**src/hdl/srsg_pkg.sv**
```systemverilog
// Shared types and constants of the stepper ramp step generator.
// Holds field widths, register indexes, reset values and controller/datapath links.
// No dependencies.
`default_nettype none
package srsg_pkg;

	localparam int POS_W     = 16;
	localparam int SPEED_W   = 16;
	localparam int ACCEL_W   = 12;
	localparam int DIVISOR_W = 12;
	localparam int CFG_W     = 16;
	localparam int CFG_IDX_W = 2;
	localparam int IVL_W     = 20;
	localparam int ELAPSED_W = 21;

	localparam int POSITIONS_DEF = 1600;

	// Register indexes of the configuration port
	localparam logic [CFG_IDX_W-1:0] REG_MIN_SPEED     = 2'd0;
	localparam logic [CFG_IDX_W-1:0] REG_MAX_SPEED     = 2'd1;
	localparam logic [CFG_IDX_W-1:0] REG_ACCEL_STEP    = 2'd2;
	localparam logic [CFG_IDX_W-1:0] REG_DECEL_DIVISOR = 2'd3;

	localparam logic [SPEED_W-1:0]   MIN_SPEED_RST     = 16'd200;
	localparam logic [SPEED_W-1:0]   MAX_SPEED_RST     = 16'd2000;
	localparam logic [ACCEL_W-1:0]   ACCEL_STEP_RST    = 12'd10;
	localparam logic [DIVISOR_W-1:0] DECEL_DIVISOR_RST = 12'd10;
	localparam logic [IVL_W-1:0]     INTERVAL_RST      = 20'd5000;

	// Microseconds per second, the dividend of the interval division
	localparam logic [IVL_W-1:0] US_PER_SECOND = 20'd1000000;

	typedef struct packed {
		logic capture;
		logic exec_set;
		logic exec_tick;
		logic mul;
		logic step;
		logic div_start;
		logic load_interval;
		logic emit;
	} srsg_cmd_t;

	typedef struct packed {
		logic op_set;
		logic at_target;
		logic interval_due;
		logic div_done;
		logic out_free;
	} srsg_status_t;

endpackage
`default_nettype wire

```
**src/hdl/srsg_ctrl.sv**
```systemverilog
// Controller of the step generator: sequences one item through the datapath.
// Depends on srsg_pkg for the command and status structs.
`default_nettype none
module srsg_ctrl
	import srsg_pkg::*;
(
	input  wire logic         clk,
	input  wire logic         arst_n,
	input  wire logic         in_valid,
	output logic              in_ready,
	input  wire srsg_status_t status,
	output srsg_cmd_t         cmd
);

	typedef enum logic [2:0] {
		S_IDLE,
		S_EXEC,
		S_MUL,
		S_STEP,
		S_DSTART,
		S_DWAIT,
		S_OUT
	} state_t;

	state_t state_q;
	logic   do_step;

	assign in_ready = state_q == S_IDLE;
	assign do_step  = !status.op_set && !status.at_target && status.interval_due;

	always_comb begin
		cmd               = '0;
		cmd.capture       = (state_q == S_IDLE) && in_valid;
		cmd.exec_set      = (state_q == S_EXEC) && status.op_set;
		cmd.exec_tick     = (state_q == S_EXEC) && !status.op_set;
		cmd.mul           = state_q == S_MUL;
		cmd.step          = state_q == S_STEP;
		cmd.div_start     = state_q == S_DSTART;
		cmd.load_interval = (state_q == S_DWAIT) && status.div_done;
		cmd.emit          = (state_q == S_OUT) && status.out_free;
	end

	always_ff @(posedge clk or negedge arst_n) begin
		if (!arst_n) begin
			state_q <= S_IDLE;
		end else begin
			unique case (state_q)
				S_IDLE:   if (in_valid) state_q <= S_EXEC;
				S_EXEC:   state_q <= do_step ? S_MUL : S_OUT;
				S_MUL:    state_q <= S_STEP;
				S_STEP:   state_q <= S_DSTART;
				S_DSTART: state_q <= S_DWAIT;
				S_DWAIT:  if (status.div_done) state_q <= S_OUT;
				S_OUT:    if (status.out_free) state_q <= S_IDLE;
				default:  state_q <= S_IDLE;
			endcase
		end
	end

endmodule
`default_nettype wire
```
**config.mk**
```make
export PLATFORM = sky130hd
export DESIGN_NAME = srsg_ctrl
export DESIGN_NICKNAME = d
export VERILOG_FILES = /design/src/hdl/srsg_pkg.sv /design/src/hdl/srsg_ctrl.sv
export SDC_FILE = /design/constraint.sdc
export NUM_CORES = 1
export LEC_CHECK = 0
export ABC_AREA = 0
export BUFFER_PORTS_ARGS = -buffer_cell sky130_fd_sc_hd__clkbuf_2
export CAP_MARGIN = 20
export CORE_AREA = 2 2 39 41
export CTS_CLUSTER_DIAMETER = 200
export DETAILED_ROUTE_END_ITERATION = 16
export DIE_AREA = 0 0 41 43
export MAX_ROUTING_LAYER = met4
export PLACE_DENSITY = 0.46
export RECOVER_POWER = 50
export SLEW_MARGIN = 20
export SYNTH_ARGS = -nofsm -noshare
export SYNTH_HDL_FRONTEND = slang
export SYNTH_SLANG_ARGS = --single-unit
export TNS_END_PERCENT = 100
```
**constraint.sdc**
```tcl
create_clock -name clk -period 1.78 [get_ports clk]
set_input_delay 0 -clock clk [delete_from_list [all_inputs] [get_ports clk]]
set_output_delay 0 -clock clk [all_outputs]
set_load 0.05 [all_outputs]
```
== Yosys cells after proc, flatten, opt, wreduce, memory -nomap -nowiden ==
Cells that the tools add are included.
W data, S select, Z words.

* Add/sub/neg operators: 0
* Multiply operators: 0
* Div/mod/pow operators: 0
* Magnitude comparators: 0
* Equal/unequal tests: 9
* Shifts and indexed selects: 0
* Multiplexer cells: 5
* Bitwise operators: 0
* Reduce and logical (&&, ||, !) cells: 11

{| class="wikitable"
|+ Operator list
! operator !! number
|-
| $pmux W3 S7 || 1
|-
| $mux W3 || 4
|-
| $eq A3 B3 Y1 const B || 3
|-
| $logic_and A1 B1 Y1 || 7
|-
| $eq A3 B2 Y1 const B || 2
|-
| $ne A2 B2 Y1 const B || 3
|-
| $eq A3 B1 Y1 const B || 1
|-
| $logic_not A3 Y1 || 1
|-
| $reduce_and A3 Y1 || 1
|-
| $logic_not A1 Y1 || 2
|}

* Bits in registers: 3
* Latch bits: 0
* Bits in writable memories: 0
* Memory bits (read-only): 0
* Input port bits: 8
* Output and inout port bits: 9
* Word-level logic and storage cells: 26
* Memories: 0

== Longest topological paths before layout ==
* Depth after elaboration: 5
* Mapped depth: 4
* Depth with buffers taken out: 3

== Worst setup path before layout ==
No wires, ideal clock.

* Kind: register -> output
* From: reg state_q[1]
* To: out cmd[7] (netlist name)
* Data arrival time: 2.206 ns
* Required time: 1.780 ns
* Slack: -0.426 ns
* Stages on the path, launching flop included: 4
* Buffers on the path: 1
* Cell sequence: dfrtp_1 buf_2 nor3_1 and2_1

{| class="wikitable"
|+ RTL lines
! what !! line !! source
|-
| start, declared || srsg_ctrl.sv:25 || <nowiki>state_t state_q;</nowiki>
|-
| start signal, assigned || srsg_ctrl.sv:49 || <nowiki>S_EXEC: state_q <= do_step ? S_MUL : S_OUT;</nowiki>
|-
| end, declared || srsg_ctrl.sv:12 || <nowiki>output srsg_cmd_t cmd</nowiki>
|}

== Worst setup path after layout ==
* From: reg state_q[1]
* To: out in_ready

* Longest elaborated chain between the ends: 1

{| class="wikitable"
|+ Ends and longest elaborated chain
! what !! line !! source
|-
| $logic_not A3 Y1 || srsg_ctrl.sv:28 || <nowiki>assign in_ready = state_q == S_IDLE;</nowiki>
|-
| end, declared || srsg_ctrl.sv:10 || <nowiki>output logic in_ready,</nowiki>
|}

Every way passes these cells.

==> impl_metrics.env <==
export IMPL_status="complete, no violations"
export IMPL_antennaDiodeCount=0
export IMPL_mostFrequentLayoutCells="clkbuf_2 (14), nand2_1 (5), o21ai_0 (4)"
export IMPL_avgRoutedWirePerCell_um=8.48
export IMPL_critPathTopFamily="buffers and inverters"
export IMPL_critPathLaunchType="flop"
export IMPL_cts_htree_levels=1
export IMPL_nFillCells=155
export IMPL_p_leak_nw=0.175
export IMPL_gp_congestion=0.624
export IMPL_pin_count=17
export IMPL_finalHoldViolations=0
export IMPL_tightest_slew_ns=0.593
export IMPL_cp_arrival_ns=1.40
export IMPL_period_minus_slack_ns=1.40
export IMPL_grt_overflow=0
export IMPL_mostFrequentLayoutCell="clkbuf_2"
export IMPL_dp_hpwl_um=456
export IMPL_fmax_mhz=713
export IMPL_setup_violations_final=0
export IMPL_path_class="flop to output pin"
export IMPL_yosysWarnings=0
export IMPL_synth_top_cell_by_area="dfrtp_1"
export IMPL_cts_resized_gates=0
export IMPL_dieHeight_um=43
export IMPL_cts_buffers_inserted=3
export IMPL_antenna_left=0
export IMPL_track_usage_pct=8.15
export IMPL_fp_row_count=14
export IMPL_start_util_pct=15.6
export IMPL_drive_above_1_share_pct=38.8
export IMPL_cpPeakStageDelay_ns=0.49
export IMPL_largest_register_ffs=3
export IMPL_post_cts_setup_buffer_count=0
export IMPL_largest_register="state_q"
export IMPL_drv_cap=0
export IMPL_end_kind="output pin"
export IMPL_avgSynthCellArea_um2=7.22
export IMPL_cts_tree="yes"
export IMPL_cp_cell_sequence="nor3_2 > clkbuf_1"
export IMPL_reg_top3="state_q (3)"
export IMPL_synth_area_leaders="dfrtp_1 (35%), nor3_1 (9.2%), o21ai_0 (9.2%), nand2_1 (8.7%), and3_1 (5.8%)"
export IMPL_grt_pass1_wl_um=890
export IMPL_clk_latency_ns=0.23
export IMPL_fin_util_pct=25.0
export IMPL_die_w_um=41
export IMPL_synthCells=30
export IMPL_syn2layout_area_growth_pct=59.5
export IMPL_seq_area_frac_synth_pct=34.7
export IMPL_grt_start_max_net_pins=13
export IMPL_p_per_area_nw_per_um2=1890
export IMPL_syn_nets=38
export IMPL_drc_errors=0
export IMPL_nNetsFinal=58
export IMPL_slew_headroom_pct=60.6
export IMPL_place_worst_setup_slack_ns=0.617
export IMPL_min_period_over_period_pct=78.8
export IMPL_synth_distinct_cells=14
export IMPL_die_area_um2=1760
export IMPL_grt_pass1_vias=258
export IMPL_drv_slew=0
export IMPL_drt_iter0_markers=6
export IMPL_grt_antenna_before_repair=0
export IMPL_drt_total_wl_um=551
export IMPL_path_clk_slew_ns=0.04
export IMPL_syn_area_um2=216
export IMPL_synth_seq_cells=3
export IMPL_cp_required_ns=1.78
export IMPL_core_area_um2=1380
export IMPL_rsz0062_at_grt="false"
export IMPL_cts_root_buf="clkbuf_4"
export IMPL_path_max_fanout=11
export IMPL_clk_path_buf_depth=2
export IMPL_cp_slowest_cell="clkbuf_1"
export IMPL_finalSetupTns_ns=0
export IMPL_dr_total_vias=274
export IMPL_synthDominantCellAreaShare_pct=34.7
export IMPL_cts_sinks=3
export IMPL_skew_ns=0.00120
export IMPL_cts_hold_repair_buffers=1
export IMPL_hp_class="input port to flop"
export IMPL_port_buffers=16
export IMPL_irDropWorstVdd_mv=0.511
export IMPL_path_buf_inv=1
export IMPL_dr_pass1_iters=4
export IMPL_setup_ws_ns=0.377
export IMPL_vias_per_cell=4.22
-- cell type report --
class	instances	area [um2]	share of cell area, %
Clock buffer	4	26.3	7.61
Sequential cell	3	75.1	21.7
Tap cell	16	20.0	5.80
Inverter	1	3.75	1.09
Timing Repair Buffer	17	87.6	25.4
Multi-Input combinational cell	24	133	38.4
-- cells by family (layout without fill, tap and decap cells) --
kind of cell    after synthesis  in the layout  synth area share, %
compound gates                5              5                 11.6
buf+inv                       3             22                 6.36
flops                         3              3                 34.7
simple gates                 19             19                 47.4
-- worst reg2reg max path, delay by kind of cell, from the launching register on --
kind	cells	cell delay, ns
AND/OR/NAND/NOR	2	0.59
flip-flops	1	0.47
-- report_power, final --
part           total, mW  internal (mW)  switching (mW)
Combinational      0.356         0.0966           0.260
Clock              0.116         0.0838          0.0321
Sequential         0.179          0.100          0.0783
-- stage by stage --
stage / hold WS (ns) / area [um2] / std cells / power [mW]
after CTS: 0.0851 / 348 / 65 / 0.668
final: 0.0849 / 345 / 65 / 0.651
after global routing: 0.111 / 345 / 65 / 0.703
after detailed placement: -0.198 / 312 / 60 / 0.541
after floorplan: -0.296 / 221 / 30 / 0.469
after global placement: -0.199 / 312 / 60 / 0.547
-- cell usage after synthesis (all sizes together) --
master,n
nand2,5
nor4bb,1
buf,2
or3,2
nor3b,1
nor3,4
nor2,2
and3,3
inv,1
and2,1
dfrtp,3
a21oi,1
o21ai,4
-- layer usage --
metal	vias up	routed length (um)	GRT usage, %
met2	4	287	11.6
li1	144	-	-
met4	0	0	6.00
met1	126	238	7.79
met5	-	0	-
met3	0	26	4.71
-- path summary, 6_finish.rpt --
| kind | startpoint | end | slack (ns) | depth (start not counted) |
|---|---|---|---|---|
| worst max-delay path | state_q[1] | in_ready | 0.38 | 2 |
| worst min-delay path | status[3] | state_q[2] | 0.08 | 3 |
| worst max register to register | state_q[1] | state_q[0] | 0.61 | 2 |
| worst min register to register | state_q[1] | state_q[1] | 0.69 | 2 |
| max in group asynchronous | arst_n | state_q[0] | 1.51 | 2 |
| min in group asynchronous | arst_n | state_q[2] | 0.11 | 2 |
Note: power is estimated with default switching activity, not from simulation.
