--- config.mk ---
export PLATFORM = sky130hd
export DESIGN_NAME = srsg_dpath
export DESIGN_NICKNAME = d
export VERILOG_FILES = /design/src/hdl/srsg_pkg.sv /design/src/hdl/srsg_div.sv /design/src/hdl/srsg_dpath.sv
export SDC_FILE = /design/constraint.sdc
export NUM_CORES = 1
export LEC_CHECK = 0
export BUFFER_PORTS_ARGS = -buffer_cell sky130_fd_sc_hd__buf_2
export CORE_ASPECT_RATIO = 2
export CORE_MARGIN = 4
export CORE_UTILIZATION = 55
export CTS_CLUSTER_SIZE = 8
export DETAILED_ROUTE_END_ITERATION = 8
export GPL_TIMING_DRIVEN = 1
export PLACE_DENSITY = 0.76
export SETUP_SLACK_MARGIN = 0.05
export SLEW_MARGIN = 30
export SYNTH_ARGS = -nofsm -noshare
export SYNTH_HDL_FRONTEND = slang
export SYNTH_SLANG_ARGS = --single-unit
--- constraint.sdc ---
create_clock -name clk -period 13.3 [get_ports clk]
set_clock_uncertainty 0.05 [all_clocks]
set_input_delay 1.33 -clock clk [delete_from_list [all_inputs] [get_ports clk]]
set_output_delay 1.33 -clock clk [all_outputs]
set_load 0.01 [all_outputs]
--- src/hdl/srsg_pkg.sv ---
// Shared types and constants of the stepper ramp step generator.
// Holds field widths, register indexes, reset values and controller/datapath links.
// No dependencies.
`default_nettype none
package srsg_pkg;

	localparam int POS_W     = 16;
	localparam int SPEED_W   = 16;
	localparam int ACCEL_W   = 12;
	localparam int DIVISOR_W = 12;
	localparam int CFG_W     = 16;
	localparam int CFG_IDX_W = 2;
	localparam int IVL_W     = 20;
	localparam int ELAPSED_W = 21;

	localparam int POSITIONS_DEF = 1600;

	// Register indexes of the configuration port
	localparam logic [CFG_IDX_W-1:0] REG_MIN_SPEED     = 2'd0;
	localparam logic [CFG_IDX_W-1:0] REG_MAX_SPEED     = 2'd1;
	localparam logic [CFG_IDX_W-1:0] REG_ACCEL_STEP    = 2'd2;
	localparam logic [CFG_IDX_W-1:0] REG_DECEL_DIVISOR = 2'd3;

	localparam logic [SPEED_W-1:0]   MIN_SPEED_RST     = 16'd200;
	localparam logic [SPEED_W-1:0]   MAX_SPEED_RST     = 16'd2000;
	localparam logic [ACCEL_W-1:0]   ACCEL_STEP_RST    = 12'd10;
	localparam logic [DIVISOR_W-1:0] DECEL_DIVISOR_RST = 12'd10;
	localparam logic [IVL_W-1:0]     INTERVAL_RST      = 20'd5000;

	// Microseconds per second, the dividend of the interval division
	localparam logic [IVL_W-1:0] US_PER_SECOND = 20'd1000000;

	typedef struct packed {
		logic capture;
		logic exec_set;
		logic exec_tick;
		logic mul;
		logic step;
		logic div_start;
		logic load_interval;
		logic emit;
	} srsg_cmd_t;

	typedef struct packed {
		logic op_set;
		logic at_target;
		logic interval_due;
		logic div_done;
		logic out_free;
	} srsg_status_t;

endpackage
`default_nettype wire

--- src/hdl/srsg_div.sv ---
// Restoring divider that works out the step interval, one quotient bit a cycle.
// Depends on srsg_pkg for the dividend and widths.
`default_nettype none
module srsg_div
	import srsg_pkg::*;
(
	input  wire logic               clk,
	input  wire logic               arst_n,
	input  wire logic               start,
	input  wire logic [SPEED_W-1:0] divisor,
	output logic                    done,
	output logic [IVL_W-1:0]        quotient
);

	localparam int CNT_W = $clog2(IVL_W);
	localparam logic [CNT_W-1:0] LAST = CNT_W'(IVL_W - 1);

	logic               busy_q;
	logic               done_q;
	logic [CNT_W-1:0]   cnt_q;
	logic [SPEED_W-1:0] dvs_q;
	logic [SPEED_W-1:0] rem_q;
	logic [IVL_W-1:0]   quo_q;
	logic [SPEED_W+1:0] trial;

	// Bring down the next dividend bit and try to subtract
	assign trial = {1'b0, rem_q, quo_q[IVL_W-1]} - {2'b00, dvs_q};

	always_ff @(posedge clk or negedge arst_n) begin
		if (!arst_n) begin
			busy_q <= 1'b0;
			done_q <= 1'b0;
			cnt_q  <= '0;
		end else begin
			done_q <= 1'b0;
			if (start) begin
				busy_q <= 1'b1;
				cnt_q  <= '0;
			end else if (busy_q) begin
				cnt_q <= cnt_q + 1'b1;
				if (cnt_q == LAST) begin
					busy_q <= 1'b0;
					done_q <= 1'b1;
				end
			end
		end
	end

	always_ff @(posedge clk) begin
		if (start) begin
			dvs_q <= divisor;
			rem_q <= '0;
			quo_q <= US_PER_SECOND;
		end else if (busy_q) begin
			if (!trial[SPEED_W+1]) begin
				rem_q <= trial[SPEED_W-1:0];
				quo_q <= {quo_q[IVL_W-2:0], 1'b1};
			end else begin
				rem_q <= {rem_q[SPEED_W-2:0], quo_q[IVL_W-1]};
				quo_q <= {quo_q[IVL_W-2:0], 1'b0};
			end
		end
	end

	assign done     = done_q;
	assign quotient = quo_q;

endmodule
`default_nettype wire

--- src/hdl/srsg_dpath.sv ---
// Datapath of the step generator: configuration, axis state, ramp arithmetic, result register.
// Depends on srsg_pkg and srsg_div.
`default_nettype none
module srsg_dpath
	import srsg_pkg::*;
#(
	parameter int POSITIONS = POSITIONS_DEF
) (
	input  wire logic                 clk,
	input  wire logic                 arst_n,
	input  wire logic                 cfg_we,
	input  wire logic [CFG_IDX_W-1:0] cfg_index,
	input  wire logic [CFG_W-1:0]     cfg_data,
	input  wire logic                 in_op,
	input  wire logic [POS_W-1:0]     in_target,
	input  wire srsg_cmd_t            cmd,
	output srsg_status_t              status,
	input  wire logic                 out_ready,
	output logic                      out_valid,
	output logic                      out_step_pulse,
	output logic                      out_direction,
	output logic                      out_moving,
	output logic [POS_W-1:0]          out_position
);

	localparam int PW = POS_W + 1;
	localparam logic [PW-1:0] POS_N    = PW'(POSITIONS);
	localparam logic [PW-1:0] POS_LAST = PW'(POSITIONS - 1);
	localparam logic [PW-1:0] HALF     = PW'(POSITIONS / 2);
	localparam int PROD_W = PW + DIVISOR_W;

	// Configuration registers
	logic [SPEED_W-1:0]   min_speed_q;
	logic [SPEED_W-1:0]   max_speed_q;
	logic [ACCEL_W-1:0]   accel_step_q;
	logic [DIVISOR_W-1:0] decel_div_q;

	// Axis state
	logic [POS_W-1:0]     cur_q;
	logic [POS_W-1:0]     goal_q;
	logic [SPEED_W-1:0]   speed_q;
	logic [IVL_W-1:0]     interval_q;
	logic [ELAPSED_W-1:0] elapsed_q;
	logic                 dir_q;
	logic                 braking_q;
	logic                 moving_q;
	logic                 stepped_q;
	logic                 out_valid_q;

	// Captured item and registered product
	logic                 op_q;
	logic [POS_W-1:0]     target_q;
	logic [PROD_W-1:0]    prod_q;

	logic [ELAPSED_W-1:0] elapsed_inc;
	logic [PW-1:0]        cur_x, goal_x, raw, gap_dist, tgt_x;
	logic                 wanted;
	logic [POS_W-1:0]     goal_clamped;
	logic signed [SPEED_W+1:0] s_base, s_calc, min_s, max_s;
	logic                 brake_ends;
	logic [SPEED_W-1:0]   speed_next;
	logic                 dir_next;
	logic [POS_W-1:0]     cur_next;
	logic [SPEED_W-1:0]   div_in;
	logic                 div_done;
	logic [IVL_W-1:0]     div_quo;

	always_comb begin
		cur_x  = {1'b0, cur_q};
		goal_x = {1'b0, goal_q};
		if (goal_x > cur_x) begin
			raw    = goal_x - cur_x;
			wanted = !(raw > HALF);
		end else begin
			raw    = cur_x - goal_x;
			wanted = raw > HALF;
		end
		gap_dist = (raw > HALF) ? POS_N - raw : raw;
	end

	assign elapsed_inc = (&elapsed_q) ? elapsed_q : elapsed_q + 1'b1;

	// Target clamp: negative goes to zero, beyond the circle to the last position
	always_comb begin
		tgt_x = {1'b0, target_q};
		if (target_q[POS_W-1])
			goal_clamped = '0;
		else if (tgt_x > POS_LAST)
			goal_clamped = POS_LAST[POS_W-1:0];
		else
			goal_clamped = target_q;
	end

	// Ramp: brake, decelerate or accelerate, then clamp to the limits; also the next position
	always_comb begin
		s_base     = $signed({2'b00, speed_q});
		min_s      = $signed({2'b00, min_speed_q});
		max_s      = $signed({2'b00, max_speed_q});
		brake_ends = 1'b0;
		dir_next   = dir_q;
		s_calc     = s_base;
		if (braking_q) begin
			s_calc = s_base - $signed({6'b0, accel_step_q});
			if (s_calc <= min_s) begin
				brake_ends = 1'b1;
				dir_next   = wanted;
			end
		end else if (prod_q <= PROD_W'(speed_q)) begin
			s_calc = s_base - $signed({6'b0, accel_step_q});
		end else if (s_base < max_s) begin
			s_calc = s_base + $signed({6'b0, accel_step_q});
		end
		if (s_calc > max_s)
			speed_next = max_speed_q;
		else if (s_calc < min_s)
			speed_next = min_speed_q;
		else
			speed_next = s_calc[SPEED_W-1:0];
		if (dir_next)
			cur_next = (cur_x >= POS_LAST) ? '0 : cur_q + 1'b1;
		else
			cur_next = (cur_q == '0) ? POS_LAST[POS_W-1:0] : cur_q - 1'b1;
	end

	assign div_in = (speed_q == '0) ? SPEED_W'(1) : speed_q;

	srsg_div u_div (
		.clk      (clk),
		.arst_n   (arst_n),
		.start    (cmd.div_start),
		.divisor  (div_in),
		.done     (div_done),
		.quotient (div_quo)
	);

	always_ff @(posedge clk or negedge arst_n) begin
		if (!arst_n) begin
			min_speed_q  <= MIN_SPEED_RST;
			max_speed_q  <= MAX_SPEED_RST;
			accel_step_q <= ACCEL_STEP_RST;
			decel_div_q  <= DECEL_DIVISOR_RST;
		end else if (cfg_we) begin
			unique case (cfg_index)
				REG_MIN_SPEED:     min_speed_q  <= cfg_data;
				REG_MAX_SPEED:     max_speed_q  <= cfg_data;
				REG_ACCEL_STEP:    accel_step_q <= cfg_data[ACCEL_W-1:0];
				REG_DECEL_DIVISOR: decel_div_q  <= cfg_data[DIVISOR_W-1:0];
				default: ;
			endcase
		end
	end

	always_ff @(posedge clk or negedge arst_n) begin
		if (!arst_n) begin
			cur_q       <= '0;
			goal_q      <= '0;
			speed_q     <= MIN_SPEED_RST;
			interval_q  <= INTERVAL_RST;
			elapsed_q   <= '0;
			dir_q       <= 1'b1;
			braking_q   <= 1'b0;
			moving_q    <= 1'b0;
			stepped_q   <= 1'b0;
			out_valid_q <= 1'b0;
		end else begin
			if (cmd.exec_set) begin
				goal_q    <= goal_clamped;
				moving_q  <= goal_clamped != cur_q;
				stepped_q <= 1'b0;
			end
			if (cmd.exec_tick) begin
				elapsed_q <= elapsed_inc;
				stepped_q <= 1'b0;
				if (cur_q == goal_q) begin
					moving_q <= 1'b0;
					speed_q  <= min_speed_q;
				end else if (!(elapsed_inc < {1'b0, interval_q})) begin
					// About to step: line up the direction or request a brake
					if (!moving_q)
						dir_q <= wanted;
					else if (!braking_q && wanted != dir_q)
						braking_q <= 1'b1;
				end
			end
			if (cmd.step) begin
				speed_q   <= speed_next;
				dir_q     <= dir_next;
				cur_q     <= cur_next;
				elapsed_q <= '0;
				stepped_q <= 1'b1;
				if (brake_ends)
					braking_q <= 1'b0;
			end
			if (cmd.load_interval)
				interval_q <= div_quo;
			if (cmd.emit)
				out_valid_q <= 1'b1;
			else if (out_ready)
				out_valid_q <= 1'b0;
		end
	end

	always_ff @(posedge clk) begin
		if (cmd.capture) begin
			op_q     <= in_op;
			target_q <= in_target;
		end
		if (cmd.mul)
			prod_q <= (gap_dist + 1'b1) * decel_div_q;
		if (cmd.emit) begin
			out_step_pulse <= stepped_q;
			out_direction  <= dir_q;
			out_moving     <= moving_q;
			out_position   <= cur_q;
		end
	end

	assign status.op_set       = op_q;
	assign status.at_target    = cur_q == goal_q;
	assign status.interval_due = !(elapsed_inc < {1'b0, interval_q});
	assign status.div_done     = div_done;
	assign status.out_free     = !out_valid_q || out_ready;
	assign out_valid           = out_valid_q;

endmodule
`default_nettype wire

# After elaboration in Yosys (flattened, before gate mapping)
# Cells that the tools add are included.
dict set report op_classes {
  n_addsub 11
  mul 1
  n_div 0
  magnitude_cmp 12
  n_eq_ne 10
  shift 0
  mux 53
  bitwise_logic 0
  n_reduce_logical 21
}
# op count
set ops {}
lappend ops {{$mux 16} 9}
lappend ops {{$mux 21} 3}
lappend ops {{$gt 17x10->1 const B} 3}
lappend ops {{$mux 17} 3}
lappend ops {{$mux 18} 2}
lappend ops {{$sub 16x16->17} 2}
lappend ops {{$logic_not 16->1} 2}
lappend ops {{$mux 1} 32}
lappend ops {{$mux 15} 2}
lappend ops {{$le 29x16->1} 1}
lappend ops {{$mul 18x12->29} 1}
lappend ops {{$add 21x1->21 const B} 1}
lappend ops {{$lt 21x20->1} 1}
lappend ops {{$reduce_and 21->1} 1}
lappend ops {{$add 17x1->18 const B} 1}
lappend ops {{$gt 18x17->1} 1}
lappend ops {{$le 18x17->1} 1}
lappend ops {{$lt 18x17->1} 1}
lappend ops {{$sub 17x16->18} 1}
lappend ops {{$add 16x12->17} 1}
lappend ops {{$sub 11x17->17 const A} 1}
lappend ops {{$sub 16x12->17} 1}
lappend ops {{$add 16x1->16 const B} 1}
lappend ops {{$eq 16x16->1} 1}
lappend ops {{other kinds (21)} 35}
dict set report totals {
  register_bits 274
  latchBits 0
  ram_bits 0
  romBits 0
  inputBits 47
  out_inout_bits 25
  wordCells 135
  n_memories 0
}

# Longest topological paths before layout
# Gate-level depths: netlist of the first run.
dict set report depth {
  word_depth 13
  ltp_mapped 52
  mapped_depth_nobuf 44
}

# Modules after synthesis
# A second synthesis of the first run with hierarchy kept.
dict set report unflattened {
  hier_cells 3038
  area_unflattened_um2 26609.3
}
# module n_inst cells_per_inst area_each_um2 seq_area_each_um2
set by_module_without_submodules {}
lappend by_module_without_submodules {srsg_dpath 1 2686 23399.9 5708.0}
lappend by_module_without_submodules {srsg_div 1 352 3209.3 1376.3}

# Worst setup path before layout of the first run
# OpenSTA, ideal clock, no wires.
dict set report synth_path {
  kind {reg2reg}
  start {register cur_q[5]}
  end {register prod_q[28], data pin}
  setup_time_ps 268
  arrival_time_ps 10431
  required_ps 12982
  path_slack_ps 2552
  stages_incl_launch_ff 46
  path_buffers 8
  synth_period_minus_slack_ps 10748
  cell_sequence {dfrtp_1 clkbuf_1 inv_1 ha_1 buf_2 nand4_1 or3_1 a211oi_1 o21ai_1 buf_2 buf_2 o21ai_0 inv_1 ha_1 clkbuf_1 nand4_1 or3b_1 o22a_2 [10 not listed] fa_1 fa_1 inv_1 fa_1 inv_1 fa_1 inv_1 ha_1 a21o_1 a21oi_1 a21boi_0 o21ai_0 a21oi_1 a221oi_1 a21oi_1 a21o_1 a21oi_1 xnor3_1}
}
dict set report synth_between {
  elab_chain_len 6
  word_cells_on_any_way 9
  classes_between {add/sub: 4; mul: 1; order compare: 2; mux: 2}
}
# item line
set synth_lines {}
lappend synth_lines {{start, declared} srsg_dpath.sv:39} ;# logic [POS_W-1:0] cur_q;
lappend synth_lines {{start signal, assigned} srsg_dpath.sv:188} ;# cur_q <= cur_next;
lappend synth_lines {{$sub 16x16->17 (tied with other cells)} srsg_dpath.sv:75} ;# raw = cur_x - goal_x;
lappend synth_lines {{$mux 17 (*)} srsg_dpath.sv:71} ;# if (goal_x > cur_x) begin
lappend synth_lines {{$sub 11x17->17 / $gt 17x10->1 (equally long branches)} srsg_dpath.sv:78} ;# gap_dist = (raw > HALF) ? POS_N - raw : raw;
lappend synth_lines {{$mux 17 (*)} srsg_dpath.sv:78}
lappend synth_lines {{$add 17x1->18 (*)} srsg_dpath.sv:209} ;# prod_q <= (gap_dist + 1'b1) * decel_div_q;
lappend synth_lines {{$mul 18x12->29 (*)} srsg_dpath.sv:209}
lappend synth_lines {{end signal, assigned} srsg_dpath.sv:209}
lappend synth_lines {{end, declared} srsg_dpath.sv:53} ;# logic [PROD_W-1:0] prod_q;
# Every way passes the cells marked *; elsewhere a longest branch is shown, timed or not.
# A chain may end at the register's enable or synchronous reset.

# Worst setup path after layout of the first run
dict set report layout_path {
  start {register cur_q[7]}
  end {register prod_q[28], data pin}
}
# Same word-level chain as after synthesis.

==> out/summary.txt, run 1 <==
Ratio of cells with drive above 1 in the final layout -> 9.25%
Pin count of the biggest net entering global routing -> 60
Clock Tree Root -> clkbuf_16
Sequential-to-total area share from yosys stat -> 26.1%
Hold Buf Count CTS -> 0
Row Count -> 114
Post-synth top flop -> dfrtp_1
Outcome -> complete, no violations
RSZ-0062 raised after global routing -> no
WL per Instance -> 23.0 um
Synth Area in Simple Gates -> 17.3%
Mux contribution to synthesized area -> 5.75%
FF-to-FF End -> prod_q[28]
Vias in the first global route -> 24900
WP data arrival -> 12380 ps
Rel. slew slack -> 30.9%
Synthesis Warnings -> 0
Setup-failing EPs final -> 0
Flop-to-flop setup slack -> 1160 ps
DRC viols -> 0
Starting Density -> 55.9%
Number of synthesized flops with an enable pin -> 81
Antenna cells -> 0
Combinational family with the most area after synthesis -> adder cells
Worst reg-to-reg path cell count -> 40
Fmax achieved -> 82.3 MHz
Yosys reg bits -> 273
Clock buffer depth -> 3
Gpl congestion -> 0.978
Antenna Violating Nets Remaining -> 0
# nets final -> 3533
Critical path data required time -> 13540 ps
Worst Min Path Start -> u_div.quotient[9]
I/O Pins -> 72
DPL Wire Length -> 66.9 mm
Synth-to-layout area growth -> 7.00%
Crit Path Class -> flip-flop to flip-flop
Post-synthesis adder-cell area fraction -> 23.1%
Count of final max-slew check failures -> 0
Multi-input gate area -> 0.0180 mm^2
Synth cell types -> 104
First drt pass iteration count -> 6
Measured slew at the worst slew-check pin -> 1030 ps
Setup_tns -> 0 ps
Synth Instances -> 3109
Clock Sinks -> 273
Hold Path End -> interval_q[9]
Hold WC Path Type -> flip-flop to flip-flop
Routed Wire Length -> 86.5 mm
Final Instance Area -> 0.0290 mm^2
Die X -> 165 um
Post-Syn Area per Cell -> 8.72 um^2
Fill count -> 4223
Top delay family on crit path -> adder cells
Die height -> 322 um
Critical R2R Launch -> cur_q[7]
CTS tree -> built
Post-CTS Setup Inserts -> 0
FF/Latch Area -> 0.00709 mm^2
Via/cell ratio -> 6.26
Final period util -> 91.3%
Post-placement cell area -> 0.0278 mm^2
CP max stage delay -> 800 ps
GRT Total Usage -> 32.9%
First-pass GRT wire length -> 135 mm
IO Port Bufs -> 71
Post-synth net total -> 3559
CORE AREA -> 0.0485 mm^2
Die area -> 0.0531 mm^2
Worst-path fanout max -> 20
Via Count -> 23500
Resize count post-CTS -> 0
Minimum clock period -> 12140 ps
XOR/XNOR Fraction of Synth Area -> 4.35%
Crit start category -> flip-flop
Maximum level of the CTS H-tree -> 2
Buf/Inv on CP -> 6
Critical path's slowest cell -> ha_1
DR iter-0 viols -> 1816
Async set-reset flop share out of synthesis -> 57.1%
TritonCTS Buffers -> 40
Worst-skew pair later-pin latency -> 560 ps
Initial antenna violation count -> 0
Worst hold path depth -> 2
Overflow after GRT -> 0
MaxCap Viol Count -> 0
Clk slew on worst S/H paths -> 60 ps
Complex-gate fraction of the synthesized area -> 15.7%
Fin. Hold Viols -> 0
CP endpoint kind -> flip-flop
Synth Cell Area -> 0.0271 mm^2
[final cells by class]
cell class                 count  share of cell area (%)
inverter                     363                    4.70
timing repair buffer         103                    2.07
clock inverter                 4                   0.181
sequential                   273                    24.4
clock buffer                  70                    3.87
multi-input combinational   2302                    62.0
tap                          638                    2.75
[worst min-delay path, cell delays in order (launching register included)]
cell	delay [ps]
dfxtp_1	320
nand2_1	50
o21ai_0	70
[logic make-up after synthesis]
group           count (synthesis)
fa+ha+maj                     403
compound gates                645
xor+xnor                      133
simple gates                  975
mux                           146
buf+inv                       534
flops                         273
[placed cells by master (no fill, tap or decap), drive strengths merged, types with 58 or more instances in the layout]
cell type	count
clkbuf	70
inv	363
buf	103
dfrtp	134
mux2	74
nand2	321
mux2i	72
a21o	60
ha	239
o21ai	186
and2	58
edfxtp	81
nor2	205
nor3	76
a21oi	114
fa	164
xnor2	82
nand3	93
[stage by stage]
step	setup WS (ps)	instances	hold slack (ps)	util, %
after floorplan	2550	3109	367	-
after global placement	1770	3679	381	57.4
after detailed placement	1450	3679	389	57.4
after CTS	1380	3753	399	59.8
after global routing	484	3753	421	59.8
final	1160	3753	394	59.8
[synthesized netlist by cell type (60+ instances only)]
cell        n  share of area (%)
dfrtp_1   134                 12
a21o_1     60                1.7
a21oi_1   114                2.1
mux2_2     68                2.8
xnor2_1    82                2.6
clkbuf_1  131                1.8
edfxtp_1   81                9.0
nor2_1    204                2.8
fa_1      164                 12
o21ai_0   179                3.3
mux2i_1    72                2.7
nand2_1   320                4.4
nand3_1    93                1.7
nor3_1     75                1.4
ha_1      239                 11
inv_1     360                5.0
[how the worst max path moves through the flow]
stage	from	end	cells past startpoint
after floorplan	cur_q[5]	prod_q[28]	45
after global placement	cur_q[7]	prod_q[28]	37
after detailed placement	cur_q[7]	prod_q[28]	40
after CTS	cur_q[7]	prod_q[28]	40
after global routing	cur_q[7]	prod_q[28]	40
final	cur_q[7]	prod_q[28]	40
[layer usage]
layer | vias up | routed length, um | global-route usage (%)
met2 | 966 | 45300 | 59.4
li1 | 10700 | - | -
met5 | - | 0 | 0
met4 | 0 | 9050 | 28.1
met3 | 418 | 4170 | 3.94
met1 | 11500 | 28000 | 32.4
[registers in the layout (all words and copies together), names as in the netlist, 5 cells and up]
name,cells
decel_div_q,12
min_speed_q,16
target_q,16
u_div.cnt_q,5
u_div.dvs_q,16
cur_q,16
max_speed_q,16
accel_step_q,12
out_position,16
speed_q,16
u_div.rem_q,16
interval_q,20
elapsed_q,21
u_div.quotient,20
goal_q,15
prod_q,29
Power of run 1 is not shown: default switching activity piles up to over one toggle a cycle in this logic, so the estimate is an artifact.
==> inputs of run 2 (changes only) <==
CORE_UTILIZATION = 52   (was 55)
PLACE_DENSITY = 0.72   (was 0.76)
==> out/summary.txt, run 2 (synthesis gave the netlist of run 1 again) <==
Outcome -> complete, no violations (unchanged)
First-pass GRT wire length -> 132 mm (was 135 mm)
Worst-skew pair later-pin latency -> 560 ps (about the same)
Via/cell ratio -> 6.24 (was 6.26)
Critical path data required time -> 13560 ps (was 13540 ps)
Clock Tree Root -> clkbuf_16 (unchanged)
TritonCTS Buffers -> 40 (unchanged)
Clock buffer depth -> 3 (unchanged)
Via Count -> 23500 (about the same)
Vias in the first global route -> 24600 (was 24900)
Setup-failing EPs final -> 0 (unchanged)
GRT Total Usage -> 29.9% (was 32.9%)
Antenna Violating Nets Remaining -> 0 (unchanged)
Row Count -> 118 (was 114)
Gpl congestion -> 0.993 (was 0.978)
Pin count of the biggest net entering global routing -> 65 (was 60)
Clk slew on worst S/H paths -> 60 ps (about the same)
Synth-to-layout area growth -> 7.19% (was 7.00%)
Worst hold path depth -> 2 (unchanged)
Rel. slew slack -> 31.1% (was 30.9%)
First drt pass iteration count -> 6 (unchanged)
Worst-path fanout max -> 16 (was 20)
Worst Min Path Start -> u_div.quotient[9] (unchanged)
Buf/Inv on CP -> 5 (was 6)
Ratio of cells with drive above 1 in the final layout -> 9.34% (was 9.25%)
WP data arrival -> 12170 ps (was 12380 ps)
Resize count post-CTS -> 0 (unchanged)
CTS tree -> built (unchanged)
Worst reg-to-reg path cell count -> 35 (was 40)
CORE AREA -> 0.0517 mm^2 (was 0.0485 mm^2)
Most frequent cells in the layout -> inv_1, nand2_1, ha_1 (unchanged)
Flop-to-flop setup slack -> 1390 ps (was 1160 ps)
Overflow after GRT -> 0 (unchanged)
Hold Buf Count CTS -> 0 (unchanged)
CP max stage delay -> 680 ps (was 800 ps)
Worst setup path end -> prod_q[28] (unchanged)
Count of final max-slew check failures -> 0 (unchanged)
Fmax achieved -> 83.9 MHz (was 82.3 MHz)
Routed Wire Length -> 84.3 mm (was 86.5 mm)
Worst setup margin -> 1390 ps (was 1160 ps)
Initial antenna violation count -> 0 (unchanged)
Regs by FF count -> prod_q: 29 flops, elapsed_q: 21 flops (unchanged)
DR iter-0 viols -> 1579 (was 1816)
Starting Density -> 52.5% (was 55.9%)
MaxCap Viol Count -> 0 (unchanged)
Die area -> 0.0561 mm^2 (was 0.0531 mm^2)
Critical path's slowest cell -> ha_1 (unchanged)
WL per Instance -> 22.3 um (was 23.0 um)
Hold WC Path Type -> flip-flop to flip-flop (unchanged)
Minimum clock period -> 11910 ps (was 12140 ps)
Critical R2R Launch -> cur_q[5] (was cur_q[7])
CP endpoint kind -> flip-flop (unchanged)
Die X -> 169 um (was 165 um)
Fin. Hold Viols -> 0 (unchanged)
Die height -> 331 um (was 322 um)
# nets final -> 3534 (was 3533)
DRC viols -> 0 (unchanged)
Post-CTS Setup Inserts -> 0 (unchanged)
Crit start category -> flip-flop (unchanged)
Worst setup startpoint -> cur_q[5] (was cur_q[7])
Pre-CTS setup slack -> 1600 ps (was 1450 ps)
Clock Sinks -> 273 (unchanged)
Measured slew at the worst slew-check pin -> 1030 ps (about the same)
FF-to-FF End -> prod_q[28] (unchanged)
Setup_tns -> 0 ps (unchanged)
DPL Wire Length -> 65.2 mm (was 66.9 mm)
Max reg flops -> 29 (unchanged)
IO Port Bufs -> 71 (unchanged)
I/O Pins -> 72 (unchanged)
Crit. path cell count -> 35 (was 40)
RSZ-0062 raised after global routing -> no (unchanged)
Commonest non-fill, non-tap cell in the layout -> inv_1 (unchanged)
Maximum level of the CTS H-tree -> 2 (unchanged)
Largest Register -> prod_q (unchanged)
Crit Path Class -> flip-flop to flip-flop (unchanged)
Final period util -> 89.6% (was 91.3%)
Top delay family on crit path -> adder cells (unchanged)
## run 2: worst min path at each step
stage | to | slack [ps]
final | interval_q[9] | 400
after global routing | interval_q[3] | 440
after CTS | interval_q[9] | 410
after detailed placement | interval_q[12] | 400
after global placement | interval_q[9] | 380
after floorplan | interval_q[12] | 370
## run 2: worst reg2reg max path, delay by kind of cell (launching register included)
kind                     cells  cell delay, ps
AND/OR/NAND/NOR              6            2010
adder cells (fa/ha/maj)      8            4060
multiplexers                 1             460
buffers and inverters        5             420
AO/OA/AOI/OAI               14            3710
flip-flops                   1             570
XOR/XNOR                     1             390
## run 2: layer usage
metal / GRT usage, % / share of wire (%)
met2: 55.8 / 53
met4: 23.8 / 9.8
met5: 0 / 0
met3: 3.50 / 4.8
met1: 29.3 / 33
## run 2: area by class of cell
class | count | area, um^2
clock inverters | 1 | 30.0
fillers | 4653 | 22600
flip-flops and latches | 273 | 7090
inverters | 363 | 1360
clock buffers | 71 | 1150
well taps | 660 | 826
diodes | 1 | 2.50
repair buffers | 104 | 613
multi-input cells | 2302 | 18000
## run 2: per-stage QoR
step | instances | cell area, um^2 | util [%] | hold WS, ps
after floorplan | 3109 | 27100 | - | 367
after global placement | 3702 | 27900 | 53.9 | 384
after detailed placement | 3702 | 27900 | 53.9 | 399
after CTS | 3774 | 29000 | 56.2 | 408
after global routing | 3774 | 29100 | 56.2 | 444
final | 3775 | 29100 | 56.2 | 400
Power of run 2 is left out for the same reason.
